<file path="config.mk">
export PLATFORM = sky130hd
export DESIGN_NAME = static_target_kalman_3d
export DESIGN_NICKNAME = d
export VERILOG_FILES = /design/src/rtl/stk_pkg.sv /design/src/rtl/static_target_kalman_3d.sv /design/src/rtl/stk_div.sv /design/src/rtl/stk_mul.sv
export VERILOG_INCLUDE_DIRS = /design/src /design/src/rtl
export SDC_FILE = /design/constraint.sdc
export NUM_CORES = 2
export LEC_CHECK = 0
export ABC_AREA = 1
export BUFFER_PORTS_ARGS = -buffer_cell sky130_fd_sc_hd__buf_2
export CORE_MARGIN = 2
export CORE_UTILIZATION = 45
export CTS_CLUSTER_DIAMETER = 30
export DETAILED_ROUTE_END_ITERATION = 8
export SYNTH_ARGS = -nofsm -noshare
export SYNTH_HDL_FRONTEND = slang
export SYNTH_SLANG_ARGS = --single-unit
</file>
<file path="constraint.sdc">
create_clock -name clk -period 21.3 [get_ports clk]
set_clock_uncertainty 0.1 [all_clocks]
set_input_delay 2.13 -clock clk [delete_from_list [all_inputs] [get_ports clk]]
set_output_delay 2.13 -clock clk [all_outputs]
set_load 0.02 [all_outputs]
</file>
<file path="src/rtl/static_target_kalman_3d_assert.svh">
// Assertion macros for the static target Kalman filter.
// Uses the clk and arst_n names of the module that includes it.
`ifndef STATIC_TARGET_KALMAN_3D_ASSERT_SVH
`define STATIC_TARGET_KALMAN_3D_ASSERT_SVH

// same-cycle implication
`define STK_ASSERT_IMP(lbl, pre, post) \
	lbl: assert property (@(posedge clk) disable iff (!arst_n) (pre) |-> (post)) \
		else $error("assertion failed");

// next-cycle implication
`define STK_ASSERT_NEXT(lbl, pre, post) \
	lbl: assert property (@(posedge clk) disable iff (!arst_n) (pre) |=> (post)) \
		else $error("assertion failed");

`endif

</file>
<file path="src/rtl/stk_pkg.sv">
// Shared types and constants for the static target Kalman filter.
// No dependencies; imported by every module of the block.
`default_nettype none

package stk_pkg;

	localparam int VAR_FRAC_BITS = 24;
	localparam int POS_W = 32;
	localparam int VAR_W = 32;
	localparam int GAIN_W = VAR_FRAC_BITS + 1;     // gain k lies in [0, 1.0]
	localparam int CNT_W = $clog2(GAIN_W);
	localparam int SUM_W = VAR_W + 1;              // p + r
	localparam int MC_W = POS_W + 1;               // innovation z - x
	localparam int HI_W = MC_W + 1;                // upper product accumulator

	localparam logic [GAIN_W-1:0] GAIN_ONE = GAIN_W'(1) << VAR_FRAC_BITS;

	localparam logic [VAR_W-1:0] RST_PROCESS_NOISE = 32'd16777;
	localparam logic [VAR_W-1:0] RST_MEAS_NOISE = 32'd83886080;
	localparam logic [VAR_W-1:0] RST_INITIAL_VARIANCE = 32'd16777216;

	typedef logic signed [POS_W-1:0] pos_t;
	typedef logic [VAR_W-1:0] var_t;

	typedef enum logic [1:0] {
		ACT_INIT    = 2'd0,
		ACT_PREDICT = 2'd1,
		ACT_UPDATE  = 2'd2,
		ACT_RESET   = 2'd3
	} action_t;

	typedef enum logic [1:0] {
		CFG_PROCESS_NOISE    = 2'd0,
		CFG_MEAS_NOISE       = 2'd1,
		CFG_INITIAL_VARIANCE = 2'd2
	} cfg_idx_t;

	typedef enum logic [1:0] {
		ST_IDLE,
		ST_DIV,
		ST_MUL,
		ST_DONE
	} state_t;

	typedef struct packed {
		logic busy;
		logic done;
	} unit_st_t;

endpackage

`default_nettype wire

</file>
<file path="src/rtl/static_target_kalman_3d.sv">
// Top level of the static target Kalman filter: control, state, output register.
// Depends on stk_pkg, stk_div, stk_mul and static_target_kalman_3d_assert.svh.
//
// Usage:
//  Input channel (in_valid/in_ready) carries action and pos_x/y/z; one beat per
//  item. Output channel (out_valid/out_ready) returns one beat per item with the
//  estimate, shared variance and initialized flag after that item.
//  Config: cfg_we writes cfg_data to register cfg_index (0 process_noise,
//  1 meas_noise, 2 initial_variance); write only while the block is idle.
//  Flow: init, predict, reset and updates that change nothing go from accept to
//  the done state, which loads the output register. A real update first runs the
//  serial gain divider, then the four serial multipliers running side by side.
//  One item is in work at a time, so a new item is taken only once the last one is
//  through. in_ready is high only between items; the next item may be taken while
//  the previous result waits in the output register. If the receiver stalls, the
//  finished result waits in a holding state until the output register frees up.
//  Reset: config registers return to their defaults, estimate and variance clear,
//  the internal initialized flag is 0, no result is pending.
`default_nettype none

`include "static_target_kalman_3d_assert.svh"

module static_target_kalman_3d (
	input  wire            clk,
	input  wire            arst_n,
	input  wire            cfg_we,
	input  wire [1:0]      cfg_index,
	input  stk_pkg::var_t  cfg_data,
	input  wire            in_valid,
	output logic           in_ready,
	input  wire [1:0]      action,
	input  stk_pkg::pos_t  pos_x,
	input  stk_pkg::pos_t  pos_y,
	input  stk_pkg::pos_t  pos_z,
	output logic           out_valid,
	input  wire            out_ready,
	output stk_pkg::pos_t  est_x,
	output stk_pkg::pos_t  est_y,
	output stk_pkg::pos_t  est_z,
	output stk_pkg::var_t  variance,
	output logic           initialized
);
	import stk_pkg::*;

	localparam int F = VAR_FRAC_BITS;
	localparam int DW = HI_W + 2;                  // delta plus estimate headroom
	localparam logic signed [DW-1:0] POS_MAX = DW'(64'sd2147483647);
	localparam logic signed [DW-1:0] POS_MIN = DW'(-64'sd2147483648);
	localparam logic [VAR_W-1:0] VAR_MAX = '1;

	state_t state_q, state_d;

	var_t process_noise_q, meas_noise_q, initial_variance_q;
	pos_t est_q [3];
	var_t var_q;
	logic valid_q;

	logic signed [MC_W-1:0] innov_q [3];
	pos_t pos_w [3];
	action_t act_w;

	logic accept, go_update, div_start, mul_start, out_load, out_free;
	logic [SUM_W-1:0] s_w;
	logic [VAR_W:0] pred_w;

	unit_st_t div_st;
	logic [GAIN_W-1:0] div_quo;
	unit_st_t mul_st [4];
	logic signed [HI_W-1:0] prod_hi [4];
	logic [GAIN_W-1:0] prod_lo [4];
	logic mul_done, mul_busy;

	pos_t est_new [3];
	var_t var_new;
	logic [HI_W:0] np_w;

	logic out_valid_q;
	pos_t out_est_q [3];
	var_t out_var_q;
	logic out_init_q;

	assign pos_w[0] = pos_x;
	assign pos_w[1] = pos_y;
	assign pos_w[2] = pos_z;
	assign act_w = action_t'(action);

	assign accept = in_valid && in_ready;
	assign s_w = {1'b0, var_q} + {1'b0, meas_noise_q};
	assign go_update = (act_w == ACT_UPDATE) && valid_q && (s_w != '0);
	assign pred_w = {1'b0, var_q} + {1'b0, process_noise_q};
	assign out_free = !out_valid_q || out_ready;

	// configuration registers
	always_ff @(posedge clk or negedge arst_n) begin
		if (!arst_n) begin
			process_noise_q <= RST_PROCESS_NOISE;
			meas_noise_q <= RST_MEAS_NOISE;
			initial_variance_q <= RST_INITIAL_VARIANCE;
		end else if (cfg_we) begin
			case (cfg_idx_t'(cfg_index))
				CFG_PROCESS_NOISE:    process_noise_q <= cfg_data;
				CFG_MEAS_NOISE:       meas_noise_q <= cfg_data;
				CFG_INITIAL_VARIANCE: initial_variance_q <= cfg_data;
				default: ;
			endcase
		end
	end

	// gain divider and the four serial multipliers
	stk_div u_div (
		.clk    (clk),
		.arst_n (arst_n),
		.start  (div_start),
		.p      (var_q),
		.s      (s_w),
		.st     (div_st),
		.quo    (div_quo)
	);

	for (genvar i = 0; i < 3; i++) begin : g_axis
		stk_mul u_mul (
			.clk     (clk),
			.arst_n  (arst_n),
			.start   (mul_start),
			.mcand   (innov_q[i]),
			.mplier  (div_quo),
			.st      (mul_st[i]),
			.prod_hi (prod_hi[i]),
			.prod_lo (prod_lo[i])
		);
	end

	stk_mul u_mul_var (
		.clk     (clk),
		.arst_n  (arst_n),
		.start   (mul_start),
		.mcand   ({1'b0, var_q}),
		.mplier  (GAIN_ONE - div_quo),
		.st      (mul_st[3]),
		.prod_hi (prod_hi[3]),
		.prod_lo (prod_lo[3])
	);

	assign mul_done = mul_st[0].done & mul_st[1].done & mul_st[2].done & mul_st[3].done;
	assign mul_busy = mul_st[0].busy | mul_st[1].busy | mul_st[2].busy | mul_st[3].busy;

	// round to nearest: (prod + 2^(F-1)) >>> F is {hi, lo[F]} plus carry lo[F-1]
	always_comb begin
		logic signed [DW-1:0] delta;
		logic signed [DW-1:0] sum;
		for (int i = 0; i < 3; i++) begin
			delta = DW'($signed({prod_hi[i], prod_lo[i][F]}))
				+ DW'($signed({1'b0, prod_lo[i][F-1]}));
			sum = DW'(est_q[i]) + delta;
			if (sum > POS_MAX)
				est_new[i] = POS_MAX[POS_W-1:0];
			else if (sum < POS_MIN)
				est_new[i] = POS_MIN[POS_W-1:0];
			else
				est_new[i] = sum[POS_W-1:0];
		end
	end

	assign np_w = (HI_W+1)'({prod_hi[3][HI_W-2:0], prod_lo[3][F]})
		+ (HI_W+1)'(prod_lo[3][F-1]);
	assign var_new = (np_w > (HI_W+1)'(VAR_MAX)) ? VAR_MAX : np_w[VAR_W-1:0];

	// filter state
	always_ff @(posedge clk or negedge arst_n) begin
		if (!arst_n) begin
			for (int i = 0; i < 3; i++)
				est_q[i] <= '0;
			var_q <= '0;
			valid_q <= 1'b0;
		end else if (accept) begin
			case (act_w)
				ACT_INIT: begin
					for (int i = 0; i < 3; i++)
						est_q[i] <= pos_w[i];
					var_q <= initial_variance_q;
					valid_q <= 1'b1;
				end
				ACT_PREDICT: begin
					if (valid_q)
						var_q <= pred_w[VAR_W] ? VAR_MAX : pred_w[VAR_W-1:0];
				end
				ACT_UPDATE: ;
				ACT_RESET: valid_q <= 1'b0;
				default: ;
			endcase
		end else if (state_q == ST_MUL && mul_done) begin
			for (int i = 0; i < 3; i++)
				est_q[i] <= est_new[i];
			var_q <= var_new;
		end
	end

	always_ff @(posedge clk) begin
		if (accept) begin
			for (int i = 0; i < 3; i++)
				innov_q[i] <= MC_W'(pos_w[i]) - MC_W'(est_q[i]);
		end
	end

	// sequencer
	always_ff @(posedge clk or negedge arst_n) begin
		if (!arst_n)
			state_q <= ST_IDLE;
		else
			state_q <= state_d;
	end

	always_comb begin
		state_d = state_q;
		case (state_q)
			ST_IDLE: begin
				if (in_valid)
					state_d = go_update ? ST_DIV : ST_DONE;
			end
			ST_DIV: begin
				if (div_st.done)
					state_d = ST_MUL;
			end
			ST_MUL: begin
				if (mul_done)
					state_d = ST_DONE;
			end
			ST_DONE: begin
				if (out_free)
					state_d = ST_IDLE;
			end
			default: state_d = ST_IDLE;
		endcase
	end

	always_comb begin
		in_ready = 1'b0;
		div_start = 1'b0;
		mul_start = 1'b0;
		out_load = 1'b0;
		case (state_q)
			ST_IDLE: begin
				in_ready = 1'b1;
				div_start = in_valid && go_update;
			end
			ST_DIV: mul_start = div_st.done;
			ST_MUL: ;
			ST_DONE: out_load = out_free;
			default: ;
		endcase
	end

	// output register
	always_ff @(posedge clk or negedge arst_n) begin
		if (!arst_n)
			out_valid_q <= 1'b0;
		else if (out_load)
			out_valid_q <= 1'b1;
		else if (out_ready)
			out_valid_q <= 1'b0;
	end

	always_ff @(posedge clk) begin
		if (out_load) begin
			for (int i = 0; i < 3; i++)
				out_est_q[i] <= est_q[i];
			out_var_q <= var_q;
			out_init_q <= valid_q;
		end
	end

	assign out_valid = out_valid_q;
	assign est_x = out_est_q[0];
	assign est_y = out_est_q[1];
	assign est_z = out_est_q[2];
	assign variance = out_var_q;
	assign initialized = out_init_q;

	`STK_ASSERT_IMP(a_div_only_in_div, div_st.busy || div_st.done, state_q == ST_DIV)
	`STK_ASSERT_IMP(a_mul_only_in_mul, mul_busy || mul_done, state_q == ST_MUL)
	`STK_ASSERT_IMP(a_gain_bound, div_st.done, div_quo <= GAIN_ONE)
	`STK_ASSERT_NEXT(a_result_loaded, state_q == ST_DONE && out_free, out_valid)

endmodule

`default_nettype wire

</file>
<file path="src/rtl/stk_div.sv">
// Radix-2 restoring divider for the gain k = floor(p * 2^F / (p + r)).
// One quotient bit per cycle. Depends on stk_pkg.
`default_nettype none

module stk_div (
	input  wire                         clk,
	input  wire                         arst_n,
	input  wire                         start,
	input  stk_pkg::var_t               p,
	input  wire [stk_pkg::SUM_W-1:0]    s,
	output stk_pkg::unit_st_t           st,
	output logic [stk_pkg::GAIN_W-1:0]  quo
);
	import stk_pkg::*;

	logic [SUM_W-1:0]  rem_q;
	logic [SUM_W-1:0]  s_q;
	logic [GAIN_W-1:0] num_q;
	logic [GAIN_W-1:0] quo_q;
	logic [CNT_W-1:0]  cnt_q;
	logic              busy_q;
	logic              done_q;

	logic [SUM_W:0]    rem_sh;
	logic [SUM_W:0]    diff;
	logic              ge;

	// remainder stays below s, so its shifted form stays below 2s
	assign rem_sh = {rem_q, num_q[GAIN_W-1]};
	assign diff = rem_sh - {1'b0, s_q};
	assign ge = (rem_sh >= {1'b0, s_q});

	always_ff @(posedge clk or negedge arst_n) begin
		if (!arst_n) begin
			busy_q <= 1'b0;
			done_q <= 1'b0;
			cnt_q <= '0;
		end else begin
			done_q <= 1'b0;
			if (start) begin
				busy_q <= 1'b1;
				cnt_q <= CNT_W'(GAIN_W - 1);
			end else if (busy_q) begin
				cnt_q <= cnt_q - 1'b1;
				if (cnt_q == '0) begin
					busy_q <= 1'b0;
					done_q <= 1'b1;
				end
			end
		end
	end

	// dividend p << F: high bits p >> 1 seed the remainder, then p[0], then zeros
	always_ff @(posedge clk) begin
		if (start) begin
			rem_q <= {2'b00, p[VAR_W-1:1]};
			num_q <= {p[0], {(GAIN_W-1){1'b0}}};
			s_q <= s;
			quo_q <= '0;
		end else if (busy_q) begin
			rem_q <= ge ? diff[SUM_W-1:0] : rem_sh[SUM_W-1:0];
			num_q <= {num_q[GAIN_W-2:0], 1'b0};
			quo_q <= {quo_q[GAIN_W-2:0], ge};
		end
	end

	assign st.busy = busy_q;
	assign st.done = done_q;
	assign quo = quo_q;

endmodule

`default_nettype wire

</file>
<file path="src/rtl/stk_mul.sv">
// Bit-serial shift-add multiplier: signed multiplicand times unsigned gain.
// One multiplier bit per cycle, LSB first. Depends on stk_pkg.
`default_nettype none

module stk_mul (
	input  wire                                clk,
	input  wire                                arst_n,
	input  wire                                start,
	input  wire signed [stk_pkg::MC_W-1:0]     mcand,
	input  wire [stk_pkg::GAIN_W-1:0]          mplier,
	output stk_pkg::unit_st_t                  st,
	output logic signed [stk_pkg::HI_W-1:0]    prod_hi,
	output logic [stk_pkg::GAIN_W-1:0]         prod_lo
);
	import stk_pkg::*;

	logic signed [MC_W-1:0] mcand_q;
	logic [GAIN_W-1:0]      mq_q;
	logic signed [HI_W-1:0] hi_q;
	logic [GAIN_W-1:0]      lo_q;
	logic [CNT_W-1:0]       cnt_q;
	logic                   busy_q;
	logic                   done_q;

	logic signed [HI_W:0]   addend;
	logic signed [HI_W:0]   sum_w;

	assign addend = mq_q[0] ? (HI_W+1)'(mcand_q) : '0;
	assign sum_w = (HI_W+1)'(hi_q) + addend;

	always_ff @(posedge clk or negedge arst_n) begin
		if (!arst_n) begin
			busy_q <= 1'b0;
			done_q <= 1'b0;
			cnt_q <= '0;
		end else begin
			done_q <= 1'b0;
			if (start) begin
				busy_q <= 1'b1;
				cnt_q <= CNT_W'(GAIN_W - 1);
			end else if (busy_q) begin
				cnt_q <= cnt_q - 1'b1;
				if (cnt_q == '0) begin
					busy_q <= 1'b0;
					done_q <= 1'b1;
				end
			end
		end
	end

	// low product bits fall out of the accumulator into lo_q one per cycle
	always_ff @(posedge clk) begin
		if (start) begin
			mcand_q <= mcand;
			mq_q <= mplier;
			hi_q <= '0;
			lo_q <= '0;
		end else if (busy_q) begin
			mq_q <= {1'b0, mq_q[GAIN_W-1:1]};
			hi_q <= sum_w[HI_W:1];
			lo_q <= {sum_w[0], lo_q[GAIN_W-1:1]};
		end
	end

	assign st.busy = busy_q;
	assign st.done = done_q;
	assign prod_hi = hi_q;
	assign prod_lo = lo_q;

endmodule

`default_nettype wire
</file>
* Word-level counts from Yosys, hierarchy flattened
Memories as Yosys holds them, arrays and structs flattened. A register that Yosys moved wholly into a read port is not among the register bits.
Cells that the tools add are included.
Widths: inputs -> output; s select.
** Word-level totals
- Input port bits :: 137
- Memories :: 2
- RAM bits :: 195
- Flip-flop bits (word level) :: 756
- Logic and storage cells :: 216
- Output and inout port bits :: 131
** Memories
- innov_q :: words 3, width 33, rd ports 3, clocked after memory_dff 3, write ports 3, line static_target_kalman_3d.sv:58 : logic signed [MC_W-1:0] innov_q [3];
- out_est_q :: words 3, width 32, rd ports 3, clocked after memory_dff 0, write ports 3, line static_target_kalman_3d.sv:78 : pos_t out_est_q [3];
** Cells by class
- $add $sub $neg :: 23
- Multiplexer cells :: 89
- Reductions and logical operators :: 31
- Bitwise logic cells :: 3
- Order comparisons :: 8
- Equality and inequality tests :: 15
** Operator list (count)
- $mux 32 :: 12
- $mux 96 :: 3
- $mux 25 :: 10
- $add 32x36->36 :: 3
- $add 35x2->36 :: 3
- $gt 36x32->1 const B :: 3
- $lt 36x32->1 const B :: 3
- $add 34x35->35 :: 3
- $mux 35 :: 3
- $sub 32x32->33 :: 3
- $add 32x32->33 :: 2
- $pmux 32 s2 :: 1
- $mux 31 :: 2
- $mux 5 :: 10
- $mux 1 :: 40
- $add 34x1->35 :: 1
- $add 34x33->35 :: 1
- $gt 35x32->1 const B :: 1
- $ge 34x33->1 :: 1
- $mux 33 :: 1
- $reduce_bool 33->1 :: 1
- $sub 33x33->33 :: 1
- $logic_not 5->1 :: 5
- $sub 25x25->25 const A :: 1
- 19 further kinds :: 55

* Depth between registers and ports, before layout
- Word-level depth :: 7
- Gate-level depth with buffers :: 23
- Gate-level depth less buffers :: 21

* Cells and area by module
Synthesis repeated with hierarchy kept, for this count alone.
** Unflattened totals
- Cell total of the unflattened synthesis :: 9602
- Area, all modules :: 69522.9 um2
** By module, submodules not included
- static_target_kalman_3d :: sequential area each 12562.0 um2, times used 1, area each 35429.0 um2, cells each 4959
- stk_mul at g_axis[0].u_mul ... :: sequential area each 3098.0 um2, times used 3, area each 6842.8 um2, cells each 928
- stk_mul at u_mul_var :: sequential area each 3098.0 um2, times used 1, area each 6859.1 um2, cells each 927
- stk_div :: sequential area each 2667.6 um2, times used 1, area each 6706.4 um2, cells each 932

* Worst setup path after synthesis
No wires, ideal clock.
- Path kind :: input -> register
- Start point :: input port out_ready
- End point :: register out_init_q (netlist: initialized) (enable)
- Required time :: 20540 ps
- Library setup time :: 660 ps
- Arrival time :: 8347 ps
- Stages on the path :: 2
- Buffers on the path :: 0
- Slack :: 12193 ps
- Cell sequence :: inv_1 -> a21oi_1
** On the way
- Word-level cells in the longest chain between the ends :: 2
** Ends and longest elaborated chain
- from (decl) :: line static_target_kalman_3d.sv:36 : input wire out_ready,
- $logic_or 1x1->1 :: line static_target_kalman_3d.sv:91 : assign out_free = !out_valid_q || out_ready;
- $mux 1 :: line static_target_kalman_3d.sv:241 : case (state_q)
- via out_load :: line static_target_kalman_3d.sv:62 : logic accept, go_update, div_start, mul_start, out_load, out_free;
- to (signal assigned) :: line static_target_kalman_3d.sv:268 : out_init_q <= valid_q;
- to (decl) :: line static_target_kalman_3d.sv:80 : logic out_init_q;
The timed path passes the listed nets, and every way through them passes these cells.
A chain may end at the register's enable or synchronous reset.

* Worst setup path after layout
- Start point :: input port in_valid
- End point :: register var_q[31]
** On the way
- Word-level cells in the longest chain between the ends :: 3
- Elaborated cells between the ends (all ways) :: 6
- Classes of those cells :: 2 x eq/ne; 1 x mux; 3 x reduce/logical
** Ends and longest elaborated chain
- from (decl) :: line static_target_kalman_3d.sv:29 : input wire in_valid,
- $logic_and 1x1->1 (*) :: line static_target_kalman_3d.sv:87 : assign accept = in_valid && in_ready;
- $ne 3x1->1 (no source line), or another cell as far along
- $reduce_and 3->1 (no source line)
- to (signal assigned) :: line static_target_kalman_3d.sv:180 : var_q <= initial_variance_q;
- to (signal assigned) :: line static_target_kalman_3d.sv:185 : var_q <= pred_w[VAR_W] ? VAR_MAX : pred_w[VAR_W-1:0];
- to (signal assigned) :: line static_target_kalman_3d.sv:194 : var_q <= var_new;
- to (decl) :: line static_target_kalman_3d.sv:55 : var_t var_q;
Mark *: on every way between the ends. The rest lies on a longest branch, timed or not.

==> reports/metrics.csv <==
metric;value;unit
total CTS buffers;238;
reg2reg end;u_div.rem_q[5];
register bit total from synthesis;958;
CTS max path bufs;3;
Synth cell types;65;
Worst-Skew Late Latency;870;ps
Tmin final;5430;ps
Avg Cell Area, Syn;7.56;sq um
Reg-to-Reg Start;var_q[0];
register area;25700;sq um
YS warnings;0;
WHS;305;ps
finished layout cell area;75300;sq um
Finished Layout Cells;10871;
Boundary Pins;268;
H-tree depth;4;
detailed placer's ending HPWL;162000;um
Core Area;140000;sq um
Hold Vio Cnt, Final;0;
Util after Layout;53.9;%
Via-to-Cell Ratio;5.32;
status;finished clean;
Final Wtd Congestion;0.968;
GRT Util Overall;29.4;%
dpl cells;10404;
RSZ-0062 raised after global routing;no;
IO Port Bufs;267;
share of the yosys chip area belonging to registers;40.7;%
final period utilization;25.5;%
Comb pwr share;3.7;%
Area Growth Syn to Fin;18.8;%
largest net degree at the start of global routing;166;
maximum fanout along the worst path;72;
Fin Setup TNS;0;ps
synthesized instance count;8379;
worst min-delay path category;reg -> reg;
Remaining DRCs;0;
Power Total;5.91;mW
Worst Hold End;g_axis[0].u_mul.mcand_q[13];
Synth async-reset ratio;27.5;%
overflow left after global routing;0;
Routed WL;212000;um
switching part of the total;23.9;%
final antenna-violating net count;0;
share of layout cells above drive strength 1;10.0;%
multi-input logic area;32900;sq um
Post-CTS Setup Inserts;0;
pwr dens;78.6;nW/um^2
highest clock rate;184;MHz
CP Capture Type;register;
initial antenna violation count;16;
hold_sp;innov_q[0][13];
drt first-iter violations;4478;
most frequent cells in the layout;2450 x nand2_1, 1000 x inv_1, 846 x nor2_1, 597 x a21oi_1, 567 x o21ai_0;
Clock Power Share;62.4;%
worst slew pin tran;1200;ps
top cells by area, synth;edfxtp_1 25%, nand2_1 15%, dfrtp_1 10%;
setup ws final;15870;ps
clk sink count;958;
Final nets;9371;
Setup-failing EPs final;0;
pre-CTS setup slack;15130;ps
met3 wire len;13500;um
1st-pass router iterations;6;
Worst setup SP type;input pin;
met1 wire length;95800;um
syn_nets;8982;
vias in the first global route;56077;
P_leak;37.1;nW
R2R setup slack;16100;ps
Die X;379;um
post-cts sizing count;0;
clock-pin slew on the worst setup and hold paths;50;ps
Max Used Layer;met5;
cts hold-fix bufs;0;
number of max-cap violations;0;
Final Max Slew Viols;0;
Net Sw Power;1.42;mW
Routed wire per std cell;19.5;um
Core Rows;137;
Die ar.;144000;sq um
CTS tree;yes;
via count;57881;
Worst R2R Path Depth;18;
sequential share of power;33.9;%
worst path arrival time;6130;ps
Die H;379;um
cell chosen for the clock root;clkbuf_16;
Initial Util;45.4;%
leading cell type in the layout, fill and taps excluded;nand2_1;
first-pass GRT wire length;326000;um
Slew HR;19.9;%
WHS Path Cells;0;
Critical Path RT;22000;ps
fillcell total;13630;
Placement Cell Area;66800;sq um
post-synth top area cell;edfxtp_1;
number of synthesized flops with an enable pin;524;
post-synth top area share;24.8;%
VDD IR max;0.0000710;V
Main synth FF type;edfxtp_1;
CP Class;in -> reg;
Internal Power;4.50;mW
met2 wire length;96500;um
post-synthesis cell area;63300;sq um
## worst max-delay path, stage by stage
cell      delay [ps]
buf_2            180
nand2_4          280
inv_6            710
nand3_1          150
nand2_1          920
clkinv_1        1240
nand2_1          320
nor2_1            80
nor2_1            90
## worst max-delay path by stage
stage / from / endpoint / slack (ps) / cells after the start
after floorplan: out_ready / initialized / 12190 / 2
after global routing: in_valid / var_q[9] / 15610 / 8
after CTS: in_valid / var_q[31] / 16000 / 9
after global placement: in_valid / var_q[26] / 15170 / 8
final: in_valid / var_q[31] / 15870 / 9
after detailed placement: in_valid / var_q[31] / 15130 / 9
## layout make-up
type | instances | area share (%)
antenna | 9 | 0.0299
clock buffer | 287 | 8.44
clock inverter | 171 | 2.74
inverter | 1042 | 5.21
multi-input combinational | 6193 | 43.7
sequential | 958 | 34.2
tap | 1876 | 3.12
timing repair buffer | 335 | 2.50
## flip-flops by register name (all words and copies together), names as in the netlist, 25 cells and up
name / count
meas_noise_q: 32
g_axis.u_mul.mcand_q: 99
est_q: 96
var_q: 32
u_mul_var.mcand_q: 32
innov_q: 99
g_axis.u_mul.mq_q: 75
initial_variance_q: 32
u_mul_var.prod_hi: 34
u_div.s_q: 33
process_noise_q: 32
u_div.rem_q: 33
out_est_q: 96
u_mul_var.mq_q: 25
u_div.quo: 25
g_axis.u_mul.prod_hi: 102
variance: 32
## layer usage
layer  track usage, %  up-vias
li1                 -    28591
met1             39.9    27191
met2             47.2     1710
met3             5.21      381
met4             9.78        8
met5                0        -
## cells by family after synthesis
family | Yosys count | share of synthesized area (%)
simple gates | 3917 | 25.1
buf+inv | 1228 | 7.47
fa+ha+maj | 466 | 9.40
flops | 958 | 40.7
xor+xnor | 308 | 4.26
compound gates | 1502 | 13.1
## Yosys cell counts, types with 9 or more instances
| cell | count |
|---|---|
| a31oi_1 | 55 |
| dfxtp_1 | 171 |
| dfrtp_1 | 255 |
| buf_1 | 10 |
| ha_1 | 450 |
| inv_2 | 38 |
| inv_1 | 1002 |
| fa_1 | 16 |
| a21o_1 | 50 |
| nand3_1 | 280 |
| or2_2 | 32 |
| clkbuf_1 | 141 |
| a22oi_1 | 9 |
| nand3b_1 | 21 |
| o211ai_1 | 35 |
| o21ai_0 | 568 |
| nand4_1 | 96 |
| a21boi_0 | 31 |
| nand2_2 | 25 |
| o21a_1 | 20 |
| buf_2 | 20 |
| and2_1 | 10 |
| xnor2_1 | 110 |
| o21bai_1 | 41 |
| nor2_2 | 15 |
| o22ai_1 | 13 |
| xor2_1 | 198 |
| o21ai_1 | 17 |
| o221ai_1 | 9 |
| a21oi_1 | 600 |
| a32o_1 | 13 |
| nor2_1 | 846 |
| buf_4 | 9 |
| nand2_1 | 2452 |
| edfxtp_1 | 524 |
| nor3_1 | 83 |
| nor4_1 | 38 |
## power groups by stage
stage / combinational, mW / sequential (mW) / clock (mW)
floorplan: 0.131 / 2.02 / 0
global placement: 0.213 / 2.03 / 0
detailed placement: 0.215 / 2.03 / 0
CTS: 0.217 / 2.00 / 3.74
global route: 0.244 / 2.00 / 3.84
finish: 0.217 / 2.00 / 3.69
(Power assumes the default switching activity.)
